===== config.mk =====
export PLATFORM = sky130hd
export DESIGN_NAME = scn_ram
export DESIGN_NICKNAME = d
export VERILOG_FILES = /design/src/scn_ram.sv
export SDC_FILE = /design/constraint.sdc
export NUM_CORES = 1
export LEC_CHECK = 0
export BUFFER_PORTS_ARGS = -buffer_cell sky130_fd_sc_hd__buf_2
export CAP_MARGIN = 10
export CORE_MARGIN = 5
export CORE_UTILIZATION = 55
export CTS_CLUSTER_DIAMETER = 100
export DETAILED_ROUTE_END_ITERATION = 10
export PLACE_DENSITY = 0.72
export SYNTH_ARGS = -nofsm -noshare
export SYNTH_HDL_FRONTEND = slang
export SYNTH_SLANG_ARGS = --single-unit

===== constraint.sdc =====
create_clock -name clk -period 3.2 [get_ports clk]
set_input_delay 0.64 -clock clk [delete_from_list [all_inputs] [get_ports clk]]
set_output_delay 0.64 -clock clk [all_outputs]
set_load 0.005 [all_outputs]

===== src/scn_ram.sv =====
// ----------------------------------------------------------------------------
// scn_ram
// generic single write port ram with registered read
// ----------------------------------------------------------------------------
`default_nettype none

module scn_ram #(
    parameter int WIDTH = 8,
    parameter int DEPTH = 32
) (
    input  wire                       clk,
    input  wire                       we,
    input  wire [$clog2(DEPTH)-1:0]   waddr,
    input  wire [WIDTH-1:0]           wdata,
    input  wire [$clog2(DEPTH)-1:0]   raddr,
    output logic [WIDTH-1:0]          rdata
);

    logic [WIDTH-1:0] mem [DEPTH];

    always_ff @(posedge clk)
    begin
        if (we)
        begin
            mem[waddr] <= wdata;
        end
        rdata <= mem[raddr];
    end

endmodule

`default_nettype wire


==> results.sh <==
export IMPL_skew_ns=0.00803
export IMPL_cts_tree="built"
export IMPL_grt_antenna_before_repair=0
export IMPL_layout_worst_path_cycle_share_pct=67.4
export IMPL_die_area_um2=21100
export IMPL_path_common_cell="mux4_2"
export IMPL_yosysTopAreaCellShare_pct=76.5
export IMPL_yosysWarnings=0
export IMPL_drt_iter0_drc=481
export IMPL_pwr_share_comb_pct=5.0
export IMPL_leakagePower_nw=3.55
export IMPL_grt_usage_pct=19.2
export IMPL_via_count=4537
export IMPL_finalWirelength_mm=19.9
export IMPL_hold_buffers=0
export IMPL_synth_area_um2=10100
export IMPL_grt_pass1_vias=4578
export IMPL_setup_viol=0
export IMPL_avgSynthCellArea_um2=24.1
export IMPL_routedWlPerCell_um=27.8
export IMPL_rows=49
export IMPL_ys_types=15
export IMPL_grt_use_met1_pct=30.4
export IMPL_timing_fmax_mhz=464
export IMPL_vias_per_cell=6.34
export IMPL_min_path_type="in2reg"
export IMPL_final_nets=489
export IMPL_initial_utilization_pct=56.0
export IMPL_gr_usage_met2_pct=28.5
export IMPL_syn_inst=417
export IMPL_min_period_ns=2.16
export IMPL_slowest_stage="mux4_2"
export IMPL_antennaDiodeCount=0
export IMPL_drive_gt1_share_pct=34.9
export IMPL_drc=0
export IMPL_port_buffers=27
export IMPL_cp_data_required_time_ns=3.60
export IMPL_cts_resized=0
export IMPL_timing_slew_headroom_pct=32.2
export IMPL_cpLargestDelayFamily="multiplexers"
export IMPL_place_congestion=0.726
export IMPL_synth_area_top_cells="edfxtp_1, mux4_2, dfxtp_1"
export IMPL_synth_seq_cells=264
export IMPL_pwr_share_clk_pct=39.7
export IMPL_powerDensity_nw_per_um2=619
export IMPL_grt_overflow=0
export IMPL_yosysTopAreaCell="edfxtp_1"
export IMPL_path_class="in2reg"
export IMPL_hold_viol_final=0
export IMPL_cts_root_buf="clkbuf_16"
export IMPL_max_slew_worst_pin_slew_ns=1.01
export IMPL_max_stage_delay_ns=0.61
export IMPL_core_um2=18000
export IMPL_clkLatencyLatePin_ns=0.51
export IMPL_cts_made_buffers=25
export IMPL_path_max_fanout=48
export IMPL_tns_ns=0
export IMPL_seqPwrFrac_pct=55.3
export IMPL_place_inst=671
export IMPL_grt_busiest_layer="met1"
export IMPL_drv_cap=0
export IMPL_first_pass_iters=5
export IMPL_intPower_w=0.00560
export IMPL_ios=28
export IMPL_switchingPower_w=0.00139
export IMPL_areaGrowthSynthToFinish_pct=12.4
export IMPL_num_fill_cells=1181
export IMPL_grt_max_degree=65
export IMPL_path_buf_inv=2
export IMPL_cp_start_kind="input port"
export IMPL_dp_hpwl_mm=12.2
export IMPL_maxSlewViolCount=0
export IMPL_seq_area_frac_synth_pct=78.1
export IMPL_syn_nets=437
export IMPL_grt_pass1_wl_mm=30.3
export IMPL_layout_cells_non_filler=716
export IMPL_end_kind="flop"
export IMPL_arrival_ns=2.55
export IMPL_swShare_pct=19.9
export IMPL_die_width_um=145
export IMPL_peakVddDrop_mv=0.405
export IMPL_ant_nets=0
export IMPL_post_cts_setup_buffers=0
export IMPL_cts_sinks=264
export IMPL_grt_use_met3_pct=3.49
export IMPL_status="completed"
export IMPL_path_cells="buf_4 -> buf_12 -> mux4_2 -> mux4_2 -> mux2_2"
export IMPL_rsz0062_at_grt="no"
export IMPL_h_tree_depth=1
export IMPL_die_h_um=145
export IMPL_clk_path_buf_depth=3
export IMPL_path_clk_slew_ns=0.06
## sequential cells by signal, summed over array words and instances, names as in the netlist
signal,cells
mem,256
rdata,8
## power by group through the flow
stage          logic (W)  registers, W  clock network (W)
2_1_floorplan   0.000205       0.00393                  0
3_3_place_gp    0.000343       0.00394                  0
3_5_place_dp    0.000355       0.00394                  0
4_1_cts         0.000358       0.00387            0.00282
5_1_grt         0.000376       0.00387            0.00299
6_report        0.000351       0.00387            0.00278
## cells by family after synthesis
| family | Yosys count | share of synthesized area (%) |
|---|---|---|
| flip-flops | 264 | 78.1 |
| multiplexers | 88 | 18.8 |
| AND/OR/NAND/NOR | 45 | 2.07 |
| buffers and inverters | 20 | 1.06 |
## Yosys cell counts (all sizes together)
cell,number
edfxtp,256
mux4,80
nor2,33
buf,14
dfxtp,8
mux2,8
clkbuf,6
nand3b,5
or3b,3
nand3,2
nand2,1
or3,1
## layer usage
metal	part of all wire (%)	vias up	wire length, µm
li1	-	1883	-
met1	43	2414	8510
met2	46	212	9240
met3	8.8	28	1760
met4	2.0	0	392
met5	0	-	0
## per-stage QoR
stage / util, % / setup WS [ns] / power, W / hold WS [ns] / area (µm²)
after global routing: 62.9 / 0.996 / 0.00724 / 0.595 / 11300
after global placement: 58.6 / 0.516 / 0.00428 / 0.879 / 10500
after floorplan: - / 0.758 / 0.00413 / 0.739 / 10100
after CTS: 62.9 / 1.04 / 0.00704 / 0.592 / 11300
after detailed placement: 58.6 / 0.509 / 0.00429 / 0.891 / 10500
final: 62.9 / 1.04 / 0.00700 / 0.609 / 11300
## area by class of cell
cell class / instances / area, µm² / share of cell area (%)
clock buffers: 33 / 656 / 5.80
flip-flops and latches: 264 / 7850 / 69.4
clock inverters: 12 / 113 / 0.997
well taps: 229 / 287 / 2.54
repair buffers: 45 / 298 / 2.64
multi-input cells: 133 / 2100 / 18.6
## placed cells by master (no fill, tap or decap)
cell type and n:
clkbuf_16 25, clkinv_2 5, clkinvlp_4 1, or3_1 1
or3b_2 3, clkinv_1 3, buf_2 26, clkbuf_1 8
nor2_1 33, bufinv_16 2, nand3b_1 5, nand2_1 1
mux4_2 80, dfxtp_1 8, inv_6 1, buf_4 17
nand3_1 2, edfxtp_1 256, mux2_2 8, buf_12 2
## final timing paths
kind / startpoint / endpoint / slack [ns] / cells past startpoint
max: raddr[0] / rdata[7]$_DFF_P_ / 1.04 / 5
min: raddr[3] / rdata[3]$_DFF_P_ / 0.61 / 2
max reg2reg: mem[15][1]$_DFFE_PP_ / rdata[1]$_DFF_P_ / 1.37 / 3
min reg2reg: mem[23][5]$_DFFE_PP_ / rdata[5]$_DFF_P_ / 0.92 / 3
(Power assumes the default switching activity.)
