`src/scn_pkg.sv`:
```
// ----------------------------------------------------------------------------
// scn_pkg
// shared constants and codes of the spectral nearest reference classifier
// ----------------------------------------------------------------------------
`default_nettype none

package scn_pkg;

    // default sizes of the block
    localparam int DEF_MAX_REFS    = 32;
    localparam int DEF_SAMPLE_BITS = 16;

    // fixed by the item format
    localparam int NUM_CHANNELS   = 8;
    localparam int SHARE_BITS     = 16;
    localparam int CLASS_BITS     = 4;
    localparam int INDEX_BITS     = 5;
    localparam int COUNT_BITS     = 6;
    localparam int THRESH_BITS    = 19;
    localparam int CFG_INDEX_BITS = 1;
    localparam int CFG_DATA_BITS  = 19;

    // quotient bits of one share, the top bit only marks the saturating case
    localparam int DIV_STEPS = SHARE_BITS + 1;

    localparam logic [THRESH_BITS-1:0] THRESH_RESET = THRESH_BITS'(8000);

    // item commands
    localparam logic CMD_LOAD     = 1'b0;
    localparam logic CMD_CLASSIFY = 1'b1;

    // configuration register indexes
    localparam logic [CFG_INDEX_BITS-1:0] REG_REF_COUNT = 1'b0;
    localparam logic [CFG_INDEX_BITS-1:0] REG_THRESHOLD = 1'b1;

    // class codes with a brightness override
    localparam logic [CLASS_BITS-1:0] CLASS_BLACK = 4'd0;
    localparam logic [CLASS_BITS-1:0] CLASS_WHITE = 4'd1;

endpackage

`default_nettype wire

```
`src/scn_div_lane.sv`:
```
// ----------------------------------------------------------------------------
// scn_div_lane
// one channel share: restoring division of channel * 2^16 by the vector sum
// ----------------------------------------------------------------------------
`default_nettype none

module scn_div_lane #(
    parameter int SAMPLE_BITS = scn_pkg::DEF_SAMPLE_BITS,
    parameter int SUM_BITS    = SAMPLE_BITS + $clog2(scn_pkg::NUM_CHANNELS)
) (
    input  wire                              clk,
    input  wire                              start,
    input  wire                              step,
    input  wire [SAMPLE_BITS-1:0]            dividend,
    input  wire [SUM_BITS-1:0]               divisor,
    output logic [scn_pkg::SHARE_BITS-1:0]   share
);

    localparam int QB = scn_pkg::DIV_STEPS;

    logic [SUM_BITS:0] rem_reg;
    logic [SUM_BITS:0] rem_next;
    logic [QB-1:0]     bits_reg;
    logic [QB-1:0]     bits_next;
    logic [QB-1:0]     quo_reg;
    logic [QB-1:0]     quo_next;
    logic [SUM_BITS:0] rem_sh;

    always_comb
    begin
        rem_sh    = {rem_reg[SUM_BITS-1:0], bits_reg[QB-1]};
        rem_next  = rem_reg;
        bits_next = bits_reg;
        quo_next  = quo_reg;
        if (start)
        begin
            // channel never exceeds the sum, so quotient bits above 2^16 are zero
            rem_next  = (SUM_BITS+1)'(dividend >> 1);
            bits_next = {dividend[0], {(QB-1){1'b0}}};
            quo_next  = '0;
        end
        else if (step)
        begin
            bits_next = {bits_reg[QB-2:0], 1'b0};
            if (rem_sh >= {1'b0, divisor})
            begin
                rem_next = rem_sh - {1'b0, divisor};
                quo_next = {quo_reg[QB-2:0], 1'b1};
            end
            else
            begin
                rem_next = rem_sh;
                quo_next = {quo_reg[QB-2:0], 1'b0};
            end
        end
    end

    always_ff @(posedge clk)
    begin
        rem_reg  <= rem_next;
        bits_reg <= bits_next;
        quo_reg  <= quo_next;
    end

    // a channel holding the whole sum saturates
    assign share = quo_reg[QB-1] ? '1 : quo_reg[QB-2:0];

endmodule

`default_nettype wire

```
`config.mk`:
```
export PLATFORM = sky130hd
export DESIGN_NAME = scn_div_lane
export DESIGN_NICKNAME = d
export VERILOG_FILES = /design/src/scn_pkg.sv /design/src/scn_div_lane.sv
export SDC_FILE = /design/constraint.sdc
export NUM_CORES = 1
export LEC_CHECK = 0
export ABC_AREA = 1
export BUFFER_PORTS_ARGS = -buffer_cell sky130_fd_sc_hd__buf_2
export CAP_MARGIN = 25
export CORE_MARGIN = 4
export CORE_UTILIZATION = 61
export DETAILED_ROUTE_END_ITERATION = 12
export GPL_ROUTABILITY_DRIVEN = 0
export PLACE_DENSITY = 0.93
export SYNTH_ARGS = -nofsm -noshare
export SYNTH_HDL_FRONTEND = slang
export SYNTH_SLANG_ARGS = --single-unit
```
`constraint.sdc`:
```
create_clock -name clk -period 5.6 [get_ports clk]
set_input_delay 1.68 -clock clk [delete_from_list [all_inputs] [get_ports clk]]
set_output_delay 1.68 -clock clk [all_outputs]
set_load 0.03 [all_outputs]
```
==> flow_summary_export.csv, run 1 <==
group,metric,value,unit
status,status,"complete, no violations",
clock_tree,htree_levels,2,
finish,diodes,0,
clock_tree,cts-resized-gates,0,
critical_path,start_kind,"primary input",
synthesis,yosys.area.top_type_share,16.35,%
pwr,clock_power_share,16.1,%
hold_path,holdCritPathClass,"flop to flop",
grt,grt_pass1_wl,11730,um
critical_path,cp-end-kind,"flop",
detailed_routing,viasPerCell,5.436,
clock_tree,clk_latency,0.29,ns
clock_tree,clock_sinks,37,
pwr,switching_share,43.91,%
clock_tree,cts.clk_slew.worst_paths,0.07,ns
critical_path,reg2reg_depth,13,
sta,min_period,3.583,ns
clock_tree,clk_root_buffer_cell,"clkbuf_8",
placed_design,port_buffers,53,
pwr,p_int,624.6,uW
floorplanning,initial_core_util,65.22,%
pwr,p_sw,489.0,uW
sta,hold_viol_final,0,
critical_path,cp.depth,13,
finish,post-route-util,72.89,%
sta,setup_ws,2.017,ns
detailed_routing,drtAntennaViolNets,0,
finish,layout-drive-gt1-share,22.17,%
floorplanning,dieArea,5991,um2
floorplanning,ios,54,
critical_path,crit_path_max_fanout,37,
sta,finalSetupViolations,0,
pwr,pwr-share-comb,51.6,%
floorplanning,die_y,77.40,um
critical_path,crit_required,5.64,ns
clock_tree,cts_buffers,5,
synthesis,yosysTopAreaCell,"edfxtp_1",
placed_design,post-place-ws,1.744,ns
detailed_routing,drt_iter0_drc,151,
sta,rsz0062_at_grt,"false",
clock_tree,cts_tree,"yes",
finish,nets,526,
synthesis,yosysMostFrequentCell,"nand2_1",
synthesis,yosys_warnings,0,
grt,grt_util_all_layers,23.97,%
synthesis,syn_area,2938,um2
synthesis,ys_top_cells_by_area,"edfxtp_1, nand2_1, dfxtp_1, inv_1, ha_1",
synthesis,synth_cells,417,
critical_path,critical_path_buf_inv_count,2,
pwr,p_per_area,339.2,nW/um2
critical_path,arrival,3.62,ns
pwr,total_power,1.114,mW
critical_path,slowest_stage,"fa_1",
sta,skew,0.004192,ns
placed_design,dp_hpwl,5491,um
synthesis,synthDistinctLibCells,40,
grt,grt-ovfl-total,0,
synthesis,synth.top_cells.by_count,"nand2_1, inv_1, nand3_1, nor2_1, dfxtp_1",
sta,drv_slew,0,
sta,tightest_slew,0.9626,ns
clock_tree,ctsHoldBuffers,0,
clock_tree,cts.path.max_buffers,2,
detailed_routing,drtPass1Iterations,4,
synthesis,synth_edf_count,16,
critical_path,critical_path.max_stage_delay,0.42,ns
run,drv_cap,0,
detailed_routing,via_count,2832,
grt,grt_pass1_vias,2738,
hold_path,hold_depth,2,
critical_path,path_common_cell,"nand2_1",
sta,post-route-period-util,63.98,%
detailed_routing,drc,0,
pwr,power.leakage,1.762,nW
sta,slew_headroom,35.43,%
critical_path,crit_type,"primary input to flop",
grt,antenna_found_initial,0,
sta,setup_tns,0,ns
floorplanning,coreArea,4504,um2
critical_path,critical-path-top-delay-family,"simple AND/OR/NAND/NOR gates",
pwr,p_seq_share,32.3,%
floorplanning,die_w,77.40,um
synthesis,syn_area_per_cell,7.045,um2
critical_path,crit_chain,"buf_2 > ha_1 > inv_1 > fa_1 > nand3_1 > nand2_1 > nand2_1 > nand3_2 > nand2_2 > nand2_8 > or2_1 > nand3_1 > nand2_1",
synthesis,async_reset_ff_share,0,%
clock_tree,post_cts_buffers,0,
synthesis,syn-num-nets,475,
floorplanning,rows,24,
finish,largest_reg_flops,19,
finish,area_growth,11.75,%
synthesis,yosysSeqAreaShare,30.66,%
sta,fmax,279.1,MHz
synthesis,synth-seq-cells,37,
detailed_routing,drt-wirelength-per-cell,13.26,um
detailed_routing,routed_wl,6906,um
grt,grt_max_degree,38,
synthesis,synthFlopType,"dfxtp_1",
pwr,vdd_drop_max,0.2433,mV
==> per-layer routing <==
layer | part of all wire, % | vias to the layer above | track usage (%)
met5 | 0 | - | 0
met4 | 3.8 | 0 | 13.52
met3 | 7.0 | 30 | 4.745
met2 | 47 | 106 | 38.34
met1 | 42 | 1259 | 30.34
li1 | - | 1437 | -
==> cells by family (layout without fill, tap and decap cells) <==
family,Yosys count,after routing,share of synthesized area [%]
simple gates,202,202,31.30
xor+xnor,10,10,2.981
buf+inv,84,136,11.97
fa+ha+maj,20,20,8.774
compound gates,64,64,14.31
flops,37,37,30.66
==> metrics by stage <==
step           hold slack [ns]  instance area [um2]  cells
4_1_cts                 0.4720                 3283    521
3_3_place_gp            0.4638                 3198    513
5_1_grt                 0.4844                 3283    521
3_5_place_dp            0.4611                 3198    513
2_1_floorplan           0.4418                 2938    417
6_report                0.4758                 3283    521
==> worst paths after layout <==
path | start | end | slack [ns]
max | divisor[0] | rem_reg[9]$_DFFE_PP_ | 2.02
min | rem_reg[16]$_SDFFE_PP0P_ | rem_reg[16]$_SDFFE_PP0P_ | 0.48
max reg2reg | bits_reg[16]$_SDFFCE_PN0P_ | rem_reg[9]$_DFFE_PP_ | 2.98
min reg2reg | rem_reg[16]$_SDFFE_PP0P_ | rem_reg[16]$_SDFFE_PP0P_ | 0.48
==> placed cells by master (no fill, tap or decap), drive strengths merged <==
cell type,instances
xor2,2
buf,53
o211ai,5
nand4,1
and2,2
a21oi,16
o21bai,3
o22ai,16
inv,72
ha,19
nor2,28
dfxtp,21
a21boi,1
nor4,2
nand2,136
or2,6
nor3,1
clkinv,6
nand3,26
edfxtp,16
xnor2,8
clkbuf,5
fa,1
o21ai,23
==> tightest hold or removal path, cell delays in order (launching register included) <==
cell	delay [ns]
dfxtp_1	0.33
nand2_1	0.06
nand2_1	0.04
==> cell type report <==
| class | instances | area (um2) |
|---|---|---|
| repair buffers | 53 | 265.3 |
| inverters | 75 | 281.5 |
| clock inverters | 3 | 16.27 |
| well taps | 52 | 65.06 |
| fillers | 348 | 1221 |
| flip-flops and latches | 37 | 900.9 |
| multi-input cells | 296 | 1685 |
| clock buffers | 5 | 68.82 |
==> power groups by stage <==
stage | Combinational (mW) | Sequential, mW | Clock, mW
floorplan | 0.485 | 0.351 | 0
global placement | 0.538 | 0.361 | 0
detailed placement | 0.562 | 0.364 | 0
CTS | 0.569 | 0.358 | 0.182
global route | 0.645 | 0.363 | 0.195
finish | 0.574 | 0.360 | 0.179
Note: power is estimated with default switching activity, not from simulation.
==> inputs of run 2 (changes only) <==
- ABC_AREA: 1 -> 0
- CORE_UTILIZATION: 61 -> 56
- PLACE_DENSITY: 0.93 -> 0.87
- clock period: 5.6 -> 3.3 ns (I/O delays scaled with it)
==> flow_summary_export.csv, run 2 <==
group,metric,value,unit
synthesis,syn-num-nets,393,
sta,min_period,3.124,ns
finish,seq_area,900.9,um2
sta,setup_tns,0,ns
critical_path,crit_type,"primary input to flop",
synthesis,yosys.area.top_type_share,16.70,%
synthesis,async_reset_ff_share,0,%
sta,skew,0.005079,ns
sta,hold_viol_final,0,
grt,antenna_found_initial,0,
placed_design,port_buffers,53,
synthesis,synth_top_family_by_area,"compound AO/OA/AOI/OAI gates",
synthesis,syn_area,2877,um2
floorplanning,die_y,79.67,um
finish,area_growth,19.62,%
critical_path,rr_startpoint,"bits_reg[16]$_SDFFCE_PN0P_",
clock_tree,clk_root_buffer_cell,"clkbuf_8",
sta,tightest_slew,0.5829,ns
sta,slew_headroom,60.73,%
placed_design,dpl.cell_count,460,
synthesis,synth_xor_area_share,4.263,%
finish,layout_commonest_cell,"buf_2",
grt,grt_pass1_vias,2730,
clock_tree,clock_sinks,37,
sta,rsz0062_at_grt,"false",
critical_path,crit_required,3.40,ns
detailed_routing,drt_iter0_drc,233,
finish,finalInstanceArea,3441,um2
finish,largest_reg_flops,19,
grt,grt-ovfl-total,0,
synthesis,yosys_warnings,0,
pwr,power.leakage,1.677,nW
hold_path,whs_endpoint,"quo_reg[9]$_SDFFE_PP0P_",
pwr,p_per_area,569.5,nW/um2
synthesis,synth_edf_count,16,
critical_path,arrival,3.22,ns
grt,grt_pass1_wl,12650,um
hold_path,min_from,"quo_reg[9]$_SDFFE_PP0P_",
floorplanning,dieArea,6347,um2
finish,fill_cells,387,
finish,nets,458,
clock_tree,cts_tree,"yes",
synthesis,synth.top_cells.by_count,"nor2_1, inv_1, dfxtp_1",
sta,fmax,320.1,MHz
synthesis,synth-simple-area-share,20.84,%
grt,grt_max_degree,35,
floorplanning,coreArea,4848,um2
hold_path,holdCritPathClass,"flop to flop",
run,drv_cap,0,
finish,fin_cells,468,
detailed_routing,drtPass1Iterations,5,
critical_path,cp-end-kind,"flop",
detailed_routing,via_count,2818,
status,status,"complete, no violations",
finish,diodes,0,
synthesis,synth_compound_area_share,22.66,%
sta,finalSetupViolations,0,
clock_tree,ctsHoldBuffers,0,
floorplanning,rows,25,
sta,setup_ws,0.1757,ns
synthesis,synthFlopType,"dfxtp_1",
clock_tree,cts.path.max_buffers,2,
finish,multi_input_area,1803,um2
detailed_routing,routed_wl,7652,um
floorplanning,die_w,79.67,um
synthesis,ys_top_cells_by_area,"edfxtp_1, dfxtp_1, ha_1, mux2i_1, nor2_1",
critical_path,r2r_setup_slack,0.45,ns
placed_design,dp_hpwl,5734,um
clock_tree,cts-resized-gates,0,
synthesis,synth_fa_ha_area_share,8.960,%
pwr,vdd_drop_max,0.3446,mV
placed_design,post-place-ws,-0.02758,ns
clock_tree,post_cts_buffers,0,
synthesis,yosysTopAreaCell,"edfxtp_1",
placed_design,placed_cell_area,3312,um2
critical_path,reg2reg_depth,11,
synthesis,synthMuxAreaShare,5.959,%
sta,hold_ws,0.5301,ns
finish,layout_common_cells,"buf_2, nor2_1, inv_1, buf_4, dfxtp_1",
synthesis,syn_area_per_cell,8.587,um2
synthesis,synth_cells,335,
sta,post-route-period-util,94.68,%
critical_path,start_kind,"primary input",
floorplanning,ios,54,
detailed_routing,drc,0,
critical_path,crit_path_max_fanout,4,
finish,layout-drive-gt1-share,27.18,%
floorplanning,initial_core_util,59.33,%
synthesis,yosysSeqAreaShare,31.32,%
synthesis,synthDistinctLibCells,55,
synthesis,synth-seq-cells,37,
grt,grt_util_all_layers,25.21,%
clock_tree,htree_levels,2,
detailed_routing,drt-wirelength-per-cell,16.35,um
sta,drv_slew,0,
detailed_routing,viasPerCell,6.021,
synthesis,yosysMostFrequentCell,"nor2_1",
hold_path,hold_depth,2,
detailed_routing,drtAntennaViolNets,0,
clock_tree,cts_buffers,5,
clock_tree,cts.clk_slew.worst_paths,0.08,ns
critical_path,timing.rr.end,"rem_reg[13]$_DFFE_PP_",
clock_tree,clk_latency,0.30,ns
run 2: power by group:
part / leakage [nW] / total, mW / internal, mW / switching (mW)
Clock: 0.0663 / 0.449 / 0.270 / 0.179
Combinational: 1.28 / 0.918 / 0.402 / 0.516
Sequential: 0.333 / 0.593 / 0.549 / 0.0432
Total: 1.68 / 1.96 / 1.22 / 0.738
run 2: final cells by class:
type | count | area share [%]
multi-input cells | 256 | 52.40
flip-flops and latches | 37 | 26.18
repair buffers | 75 | 12.51
clock buffers | 6 | 2.727
inverters | 25 | 2.727
well taps | 67 | 2.436
clock inverters | 2 | 1.018
run 2: how the worst max path moves through the flow:
stage / cells past startpoint / startpoint / end
after global placement: 10 / divisor[0] / rem_reg[13]$_DFFE_PP_
final: 11 / divisor[0] / rem_reg[13]$_DFFE_PP_
after CTS: 11 / divisor[0] / rem_reg[0]$_DFFE_PP_
after floorplan: 9 / divisor[0] / rem_reg[6]$_DFFE_PP_
after global routing: 11 / divisor[0] / rem_reg[13]$_DFFE_PP_
after detailed placement: 11 / divisor[0] / rem_reg[0]$_DFFE_PP_
run 2: cell families after synthesis:
family / count (synthesis)
AO/OA/AOI/OAI: 91
multiplexers: 17
flip-flops: 37
XOR/XNOR: 14
buffers and inverters: 42
adder cells (fa/ha/maj): 20
AND/OR/NAND/NOR: 114
run 2: critical path: stages:
cell and delay [ns]:
buf_2 0.08, ha_1 0.17, inv_1 0.07, fa_1 0.41, a211oi_2 0.24, o211a_1 0.20
nor3_2 0.08, o31ai_4 0.32, nand2_1 0.18, buf_4 0.20, o311ai_1 0.27
run 2: layer usage:
layer / part of all wire [%] / GRT usage, % / vias to the layer above
li1: - / - / 1340
met1: 40 / 31.44 / 1290
met2: 48 / 41.99 / 162
met3: 9.4 / 5.982 / 26
met4: 2.4 / 9.450 / 0
met5: 0 / 0 / -
run 2: per-stage QoR:
step / util (%) / power [mW]
finish: 70.97 / 1.959
floorplan: - / 1.221
CTS: 70.97 / 1.938
global placement: 68.31 / 1.455
detailed placement: 68.31 / 1.488
global route: 70.97 / 2.074
