--- src/scn_pkg.sv ---
// ----------------------------------------------------------------------------
// scn_pkg
// shared constants and codes of the spectral nearest reference classifier
// ----------------------------------------------------------------------------
`default_nettype none

package scn_pkg;

    // default sizes of the block
    localparam int DEF_MAX_REFS    = 32;
    localparam int DEF_SAMPLE_BITS = 16;

    // fixed by the item format
    localparam int NUM_CHANNELS   = 8;
    localparam int SHARE_BITS     = 16;
    localparam int CLASS_BITS     = 4;
    localparam int INDEX_BITS     = 5;
    localparam int COUNT_BITS     = 6;
    localparam int THRESH_BITS    = 19;
    localparam int CFG_INDEX_BITS = 1;
    localparam int CFG_DATA_BITS  = 19;

    // quotient bits of one share, the top bit only marks the saturating case
    localparam int DIV_STEPS = SHARE_BITS + 1;

    localparam logic [THRESH_BITS-1:0] THRESH_RESET = THRESH_BITS'(8000);

    // item commands
    localparam logic CMD_LOAD     = 1'b0;
    localparam logic CMD_CLASSIFY = 1'b1;

    // configuration register indexes
    localparam logic [CFG_INDEX_BITS-1:0] REG_REF_COUNT = 1'b0;
    localparam logic [CFG_INDEX_BITS-1:0] REG_THRESHOLD = 1'b1;

    // class codes with a brightness override
    localparam logic [CLASS_BITS-1:0] CLASS_BLACK = 4'd0;
    localparam logic [CLASS_BITS-1:0] CLASS_WHITE = 4'd1;

endpackage

`default_nettype wire

--- src/scn_dist_lane.sv ---
// ----------------------------------------------------------------------------
// scn_dist_lane
// squared difference of one measured share and one reference share
// ----------------------------------------------------------------------------
`default_nettype none

module scn_dist_lane (
    input  wire                                clk,
    input  wire [scn_pkg::SHARE_BITS-1:0]      meas_share,
    input  wire [scn_pkg::SHARE_BITS-1:0]      ref_share,
    output logic [2*scn_pkg::SHARE_BITS-1:0]   sq_reg
);

    logic [scn_pkg::SHARE_BITS-1:0] diff;

    assign diff = (meas_share > ref_share) ? (meas_share - ref_share)
                                           : (ref_share - meas_share);

    always_ff @(posedge clk)
    begin
        sq_reg <= diff * diff;
    end

endmodule

`default_nettype wire

--- config.mk ---
export PLATFORM = sky130hd
export DESIGN_NAME = scn_dist_lane
export DESIGN_NICKNAME = d
export VERILOG_FILES = /design/src/scn_pkg.sv /design/src/scn_dist_lane.sv
export SDC_FILE = /design/constraint.sdc
export NUM_CORES = 1
export LEC_CHECK = 0
export ABC_AREA = 1
export BUFFER_PORTS_ARGS = -buffer_cell sky130_fd_sc_hd__buf_2
export CORE_ASPECT_RATIO = 1.4
export CORE_MARGIN = 10
export CORE_UTILIZATION = 50
export CTS_BUF_LIST = sky130_fd_sc_hd__clkbuf_16
export DETAILED_ROUTE_END_ITERATION = 8
export PLACE_DENSITY = 0.7
export SLEW_MARGIN = 15
export SYNTH_ARGS = -nofsm -noshare
export SYNTH_HDL_FRONTEND = slang
export SYNTH_SLANG_ARGS = --single-unit
--- constraint.sdc ---
create_clock -name clk -period 18.5 [get_ports clk]
set_input_delay 1.85 -clock clk [delete_from_list [all_inputs] [get_ports clk]]
set_output_delay 1.85 -clock clk [all_outputs]
set_load 0.01 [all_outputs]
==> impl_metrics.py, run 1 <==
metrics = {
    "timing": {
        "slew-limit-headroom_pct": 58.4,
        "rsz0062_at_grt": "false",
        "setup-violations-final": 0,
        "hold_viol": 0,
        "fin_tns_setup_ns": 0,
        "fmax_mhz": 113,
        "slew_viol_final": 0,
        "fin_crit_ns": 8.81,
        "min_period_over_period_pct": 47.6,
        "tightestPinTransition_ns": 0.624,
    },
    "cts": {
        "cts_sinks": 31,
        "post_cts_resized": 0,
        "cts-buffers-inserted": 5,
        "cts_setup_buffers": 0,
        "h-tree-depth": 2,
        "cts-root-buf": "clkbuf_16",
        "clk_pin_slew_ns": 0.07,
        "hold_buffers": 0,
        "cts_tree": "built",
        "clockBufferDepth": 2,
    },
    "routing": {
        "drt-wirelength-per-cell_microns": 15.2,
        "viasPerCell": 4.99,
        "drt_iter0_markers": 250,
        "via_count": 8083,
        "drc": 0,
        "dr.pass1.iters": 5,
        "wl_mm": 24.6,
        "ant_nets": 0,
    },
    "setup_path": {
        "crit_slowest_cell": "ha_1",
        "arrival_ns": 9.03,
        "timing.critical_path.to_type": "flip-flop",
        "crit_family": "adder cells",
        "start_kind": "input pin",
        "crit_type": "input pin to flip-flop",
        "crit_buf_inv": 9,
        "required_ns": 18.72,
        "cpPeakStageDelay_ns": 0.65,
        "worstPathMaxFanout": 16,
    },
    "finish": {
        "drive_above_1_share_pct": 12.2,
        "largest_register_ffs": 31,
        "syn_to_final_growth_pct": 6.23,
        "nets": 1692,
        "num_antenna_cells": 0,
    },
    "die": {
        "ios": 65,
        "start_util_pct": 51.1,
        "core_area_sq_um": 19900,
        "rows": 61,
        "dieArea_sq_um": 26500,
        "die_y_microns": 189,
        "die_w_microns": 141,
    },
    "run_status": {
        "status": "finished, final reports clean",
    },
    "place": {
        "portBuffers": 63,
        "hpwlAfterDp_mm": 21.7,
        "place_congestion": 1.01,
    },
    "min_path": {
        "hold_path_depth": 3,
        "min_from": "ref_share[0]",
        "hp-class": "input pin to flip-flop",
        "hold_end": "sq_reg[0]",
    },
    "global_routing": {
        "grt_max_degree": 17,
        "grt_first_pass_wirelength_mm": 41.1,
        "grt_antenna_before_repair": 0,
        "gr-usage-all-layers_pct": 18.7,
        "grt_pass1_vias": 8708,
        "grt_overflow": 0,
    },
    "synthesis": {
        "async_reset_ff_share_pct": 0,
        "synth.cell_area_sq_um": 10200,
        "syn_avg_cell_area_sq_um": 7.75,
        "synth-edff-count": 0,
        "synth_top_area_share_pct": 32.3,
        "synth_top_area_cell": "fa_1",
        "ys_types": 42,
        "synth-seq-cells": 31,
        "ys_warn_count": 0,
        "synth_cells": 1314,
        "yosys-top-cells-area": "fa_1 32%, ha_1 16%, inv_1 12%",
        "synthesis.nets": 1640,
        "ys_seq_area_share_pct": 6.10,
        "synthFlopType": "dfxtp_1",
    },
    "job": {
        "maxCapViolCount": 0,
    },
}
-- worst max-delay path by stage --
stage	startpoint	to	slack, ns	cells past startpoint
3_3_place_gp	meas_share[0]	sq_reg[21]	9.54	32
5_1_grt	meas_share[0]	sq_reg[31]	9.18	34
3_5_place_dp	meas_share[0]	sq_reg[31]	9.41	31
4_1_cts	meas_share[0]	sq_reg[31]	9.71	31
6_report	meas_share[0]	sq_reg[26]	9.69	29
2_1_floorplan	meas_share[0]	sq_reg[21]	10.40	33
-- worst min-delay path: cells and delay by family --
kind                       cells  cell delay, ns
buffers and inverters          2            0.30
adders and majority gates      1            0.44
-- cell families (layout without fill, tap and decap cells) --
kind of cell               Yosys count  after routing  synth area share (%)
buffers and inverters              378            431                  15.0
other                                1              1                0.0368
adders and majority gates          293            293                  48.1
xor gates and xnor gates            53             53                  4.56
DFF                                 31             31                  6.10
and+or+nand+nor                    448            448                  20.1
AOI/OAI and AO/OA                  110            110                  6.08
-- cell usage in the layout, fill, tap and decap left out, types with 2 or more instances in the layout --
master,Yosys,final
nand2_2,24,24
clkbuf_16,0,5
nor3_2,2,2
o21bai_1,2,2
nor3_1,7,7
dfxtp_1,31,31
a31oi_1,2,2
nand2_4,9,9
buf_2,2,63
nor2_1,92,92
o21ai_0,31,31
nor2_4,15,15
a21oi_4,2,2
xnor2_1,18,18
nand4_1,4,4
o21a_1,3,3
inv_4,4,4
a21o_1,2,2
inv_2,25,25
fa_1,164,164
inv_1,330,330
nand3_1,43,43
nor2_2,9,9
ha_1,129,129
nand2_1,240,240
xor2_1,35,35
a21oi_1,60,60
clkinv_2,1,2
-- synth_stat cells (2+ instances only) --
master    instances
inv_1           330
nand2_1         240
fa_1            164
ha_1            129
nor2_1           92
a21oi_1          60
nand3_1          43
xor2_1           35
dfxtp_1          31
o21ai_0          31
inv_2            25
nand2_2          24
xnor2_1          18
nor2_4           15
buf_6            10
nand2_4           9
nor2_2            9
nor3_1            7
buf_4             4
inv_4             4
nand4_1           4
o21a_1            3
a21o_1            2
a21oi_4           2
a31oi_1           2
buf_2             2
clkbuf_1          2
nor3_2            2
o21bai_1          2
-- stage by stage --
step	cell area, sq um	utilization [%]	std cells	hold WS [ns]	worst slack [ns]
final	10800	54.3	1619	2.34	9.69
after global routing	10800	54.3	1619	2.37	9.18
after CTS	10800	54.3	1619	2.33	9.71
after detailed placement	10600	53.5	1611	2.25	9.41
after global placement	10600	53.5	1611	2.25	9.54
after floorplan	10200	-	1314	2.15	10.40
-- per-layer routing --
| layer | vias up | global-route usage (%) | part of all wire, % |
|---|---|---|---|
| met5 | - | 0 | 0 |
| met4 | 0 | 7.01 | 3.4 |
| met3 | 48 | 1.89 | 3.3 |
| met2 | 177 | 35.5 | 53 |
| met1 | 3857 | 20.8 | 40 |
| li1 | 4001 | - | - |
-- final cells by class --
| class | count | area, sq um |
|---|---|---|
| Inverter | 360 | 1360 |
| Sequential cell | 31 | 621 |
| Timing Repair Buffer | 63 | 315 |
| Tap cell | 252 | 315 |
| Fill cell | 1927 | 9110 |
| Clock inverter | 3 | 38.8 |
| Clock buffer | 5 | 125 |
| Multi-Input combinational cell | 905 | 8040 |
Power of run 1 is not shown: default switching activity piles up to over one toggle a cycle in this logic, so the estimate is an artifact.
==> run 2: changes to the inputs <==
- ABC_AREA: 1 -> 0
- clock period: 18.5 -> 8.2 ns (I/O delays scaled with it)
==> run 2 against run 1 <==
Compared with the run above:
- routed wire length shrank 4.9%
- design area increased by 11%
- die area fell by 9.6%
==> impl_metrics.py, run 2 <==
metrics = {
    "run_status": {
        "status": "finished, final reports clean",
    },
    "setup_path": {
        "crit_slowest_cell": "fa_1",
        "timing.critical_path.to_type": "flip-flop",
        "required_ns": 8.37,
        "worstPathMaxFanout": 8,
        "crit_type": "input pin to flip-flop",
        "cpPeakStageDelay_ns": 0.49,
        "crit_cells": 39,
        "start_kind": "input pin",
        "crit_family": "adder cells",
        "arrival_ns": 8.37,
        "cp_common_cell": "fa_1",
        "crit_buf_inv": 13,
    },
    "synthesis": {
        "yosys-top-cells-area": "fa_1 36%, ha_1 18%, inv_1 11%",
        "synth-seq-cells": 31,
        "synth.cell_area_sq_um": 9060,
        "synth_top_area_cell": "fa_1",
        "ys_types": 60,
        "ys_seq_area_share_pct": 6.85,
        "synth_top_area_share_pct": 36.2,
        "synth_cells": 1043,
        "synth-edff-count": 0,
        "synthesis.nets": 1369,
        "synthFlopType": "dfxtp_1",
        "ys_top_cells_by_count": "274 x inv_1, 164 x fa_1, 129 x ha_1",
        "syn_avg_cell_area_sq_um": 8.69,
        "async_reset_ff_share_pct": 0,
        "ys_warn_count": 0,
        "synth.most_common_cell": "inv_1",
    },
    "place": {
        "place_congestion": 0.908,
        "hpwlAfterDp_mm": 20.2,
        "portBuffers": 63,
    },
    "routing": {
        "dr.pass1.iters": 5,
        "drt_iter0_markers": 287,
        "ant_nets": 0,
        "drc": 0,
        "drt-wirelength-per-cell_microns": 15.1,
        "wl_mm": 23.4,
        "via_count": 7637,
        "viasPerCell": 4.91,
    },
    "cts": {
        "clk_pin_slew_ns": 0.06,
        "h-tree-depth": 2,
        "hold_buffers": 0,
        "cts_tree": "built",
        "cts-root-buf": "clkbuf_16",
        "cts-buffers-inserted": 5,
        "cts_sinks": 31,
        "clockBufferDepth": 2,
    },
    "global_routing": {
        "grt_overflow": 0,
        "grt_antenna_before_repair": 0,
        "gr-usage-all-layers_pct": 20.0,
        "grt_max_degree": 16,
        "grt_first_pass_wirelength_mm": 39.1,
        "grt_pass1_vias": 8538,
    },
    "finish": {
        "syn_to_final_growth_pct": 32.0,
        "final_common_cell": "inv_1",
        "drive_above_1_share_pct": 30.1,
        "largest_register_ffs": 31,
        "n_fill_cell": 1475,
        "num_antenna_cells": 0,
        "nets": 1640,
        "layout_common_cells": "258 x inv_1, 212 x buf_4, 159 x fa_1, 117 x ha_1, 85 x nand2_1",
    },
    "timing": {
        "rsz0062_at_grt": "true",
        "hold_viol": 0,
        "fin_crit_ns": 8.20,
        "fin_tns_setup_ns": 0,
        "min_period_over_period_pct": 100,
        "slew_viol_final": 0,
        "setup-violations-final": 0,
        "fmax_mhz": 122,
    },
    "die": {
        "core_area_sq_um": 17900,
        "die_w_microns": 134,
        "start_util_pct": 50.6,
        "ios": 65,
        "die_y_microns": 179,
        "dieArea_sq_um": 24000,
        "rows": 58,
    },
    "job": {
        "maxCapViolCount": 0,
    },
    "min_path": {
        "hold_path_depth": 4,
        "hp-class": "input pin to flip-flop",
    },
}
run 2: cell count changes after synthesis, moves of 10 or more:
cell and delta:
a21o_1 +17, a21oi_1 -14, buf_6 -10, clkbuf_1 +11, inv_1 -56, inv_2 -23, nand2_1 -145, nand2_2 -24
nand3_1 -39, nor2_1 -10, nor2_4 -15, o21ai_0 -10, xnor2_1 +20, xor2_1 -23
run 2: cells by family (layout without fill, tap and decap cells):
logic type | after synthesis | after routing | share of synthesized area (%)
compound gates | 138 | 138 | 10.1
xor+xnor | 52 | 52 | 5.19
other cells | 1 | 1 | 0.0414
fa+ha+maj | 293 | 293 | 54.0
flops | 31 | 31 | 6.85
buf+inv | 302 | 573 | 12.7
simple gates | 218 | 218 | 10.2
mux | 8 | 8 | 0.925
run 2: cell type report:
| type | count | area, sq um | area share (%) |
|---|---|---|---|
| Clock inverter | 2 | 8.76 | 0.0732 |
| Sequential cell | 31 | 621 | 5.19 |
| Tap cell | 240 | 300 | 2.51 |
| Clock buffer | 5 | 125 | 1.05 |
| Inverter | 279 | 1060 | 8.90 |
| Multi-Input combinational cell | 710 | 7760 | 64.9 |
| Timing Repair Buffer | 287 | 2080 | 17.4 |
run 2: routing by layer:
layer / up-vias / part of all wire [%] / global-route usage (%)
met2: 139 / 57 / 40.7
li1: 3726 / - / -
met3: 43 / 2.7 / 1.85
met4: 0 / 2.9 / 6.64
met5: - / 0 / 0
met1: 3729 / 38 / 20.5
run 2: repair_timing:
| action | in CTS | in global routing |
|---|---|---|
| buffers inserted | 10 | 12 |
| pin swaps | 43 | 47 |
| cloned | 1 | 0 |
| endpoints found under the setup margin | 9 | 12 |
| gates resized for setup | 48 | 56 |
run 2: path summary, 6_finish.rpt:
check | startpoint | end
max | meas_share[0] | sq_reg[30]
min | ref_share[0] | sq_reg[0]
run 2: metrics by stage:
step | std cells | cell area [sq um] | hold WS [ns] | utilization, % | worst slack, ns
after CTS | 1543 | 11700 | 1.23 | 65.3 | -0.00227
after detailed placement | 1525 | 11200 | 1.22 | 62.7 | -0.672
after global placement | 1525 | 11200 | 1.22 | 62.7 | -0.571
after global routing | 1554 | 12000 | 1.27 | 66.8 | -0.336
final | 1554 | 12000 | 1.23 | 66.8 | 0.00119
after floorplan | 1043 | 9190 | 1.12 | - | -0.143
Power of run 2 is left out for the same reason.
==> run 3: changes to the inputs <==
- CORE_ASPECT_RATIO: 1.4 -> unset
- clock period: 8.2 -> 9.9 ns (I/O delays scaled with it)
==> run 3 against run 2 <==
Compared with the run above:
- global-route usage fell by 2.2 points
- sequential share of layout area rose by 1.1 points
- non-clock buffer count fell by 199
- critical path type unchanged
- largest cell class unchanged
- highest routed layer unchanged
==> impl_metrics.py, run 3 (synthesis gave the netlist of run 2 again) <==
metrics = {
    "timing": {
        "fin_tns_setup_ns": 0,
        "slew_viol_final": 0,
        "hold_viol": 0,
        "fmax_mhz": 107,
        "fin_ws_ns": 0.544,
        "fin_crit_ns": 9.36,
        "min_period_over_period_pct": 94.5,
        "setup-violations-final": 0,
        "slew-limit-headroom_pct": 35.8,
        "tightestPinTransition_ns": 0.957,
        "rsz0062_at_grt": "false",
    },
    "job": {
        "maxCapViolCount": 0,
    },
    "global_routing": {
        "grt_overflow": 0,
        "grt_pass1_vias": 7459,
        "grt_antenna_before_repair": 0,
        "gr-usage-all-layers_pct": 17.8,
        "grt_max_degree": 16,
        "grt_first_pass_wirelength_mm": 35.4,
    },
    "cts": {
        "cts_tree": "built",
        "cts-buffers-inserted": 5,
        "hold_buffers": 0,
        "cts_sinks": 31,
        "clk_pin_slew_ns": 0.05,
        "clockBufferDepth": 2,
        "cts-root-buf": "clkbuf_16",
        "h-tree-depth": 2,
    },
    "finish": {
        "postLayoutCellArea_sq_um": 9900,
        "largest_register_ffs": 31,
        "layout_common_cells": "273 x inv_1, 164 x fa_1, 129 x ha_1, 95 x nand2_1, 82 x nor2_1",
        "num_antenna_cells": 0,
        "final_common_cell": "inv_1",
        "post-route-util_pct": 55.3,
        "nets": 1441,
        "syn_to_final_growth_pct": 9.22,
        "drive_above_1_share_pct": 9.96,
    },
    "routing": {
        "drt-wirelength-per-cell_microns": 15.0,
        "dr.pass1.iters": 5,
        "ant_nets": 0,
        "viasPerCell": 5.15,
        "drc": 0,
        "drt_iter0_markers": 390,
        "via_count": 6924,
        "wl_mm": 20.1,
    },
    "die": {
        "die_y_microns": 155,
        "die_w_microns": 155,
        "core_area_sq_um": 17900,
        "ios": 65,
        "dieArea_sq_um": 23900,
        "start_util_pct": 50.6,
        "rows": 49,
    },
    "min_path": {
        "hp-class": "input pin to flip-flop",
        "hold_path_depth": 5,
        "min_from": "ref_share[1]",
        "hold_end": "sq_reg[2]",
    },
    "setup_path": {
        "required_ns": 10.12,
        "crit_slowest_cell": "a2111oi_4",
        "start_kind": "input pin",
        "cp_common_cell": "inv_1",
        "cpPeakStageDelay_ns": 0.57,
        "timing.critical_path.to_type": "flip-flop",
        "arrival_ns": 9.57,
        "crit_type": "input pin to flip-flop",
        "worstPathMaxFanout": 15,
    },
    "run_status": {
        "status": "finished, final reports clean",
    },
    "place": {
        "post-place-ws_ns": 0.171,
        "placed_area_sq_um": 9730,
        "hpwlAfterDp_mm": 17.5,
        "place_congestion": 0.946,
        "portBuffers": 63,
    },
}
## run 3: stage by stage
stage | hold slack, ns | std cells
global route | 1.47 | 1344
finish | 1.44 | 1344
floorplan | 1.29 | 1043
detailed placement | 1.39 | 1334
global placement | 1.39 | 1334
CTS | 1.43 | 1341
## run 3: cell type report
cell class | count | area, sq um
repair buffers | 88 | 503
well taps | 229 | 287
inverters | 279 | 1050
clock buffers | 5 | 125
multi-input cells | 710 | 7300
flip-flops and latches | 31 | 621
clock inverters | 2 | 8.76
fillers | 1635 | 8000
## run 3: what timing repair did
item	in CTS	in global routing
endpoints found under the hold margin	0	0
resized for setup	0	3
setup buffers	0	3
setup endpoints to repair	0	3
## run 3: layer usage
layer,wire length (microns),share of wire [%],vias up,GRT usage [%]
li1,-,-,3337,-
met1,8600,43,3334,22.5
met2,9920,49,226,30.7
met3,1140,5.7,27,2.14
met4,445,2.2,0,5.58
met5,0,0,-,0
## run 3: worst max path at each step
| stage | from | end | slack (ns) | cells past startpoint |
|---|---|---|---|---|
| after floorplan | meas_share[0] | sq_reg[30] | 0.67 | 35 |
| after global placement | meas_share[0] | sq_reg[29] | 0.29 | 35 |
| after detailed placement | meas_share[0] | sq_reg[29] | 0.17 | 35 |
| after CTS | meas_share[0] | sq_reg[29] | 0.44 | 35 |
| after global routing | meas_share[0] | sq_reg[30] | 0.09 | 37 |
| final | meas_share[0] | sq_reg[29] | 0.54 | 35 |
## run 3: critical path, delay by kind of cell
kind	cells	cell delay [ns]
mux	1	0.32
xor+xnor	2	0.37
fa+ha+maj	9	3.36
buf+inv	10	1.07
compound gates	10	2.78
simple gates	3	0.65
Power of run 3 is left out for the same reason.
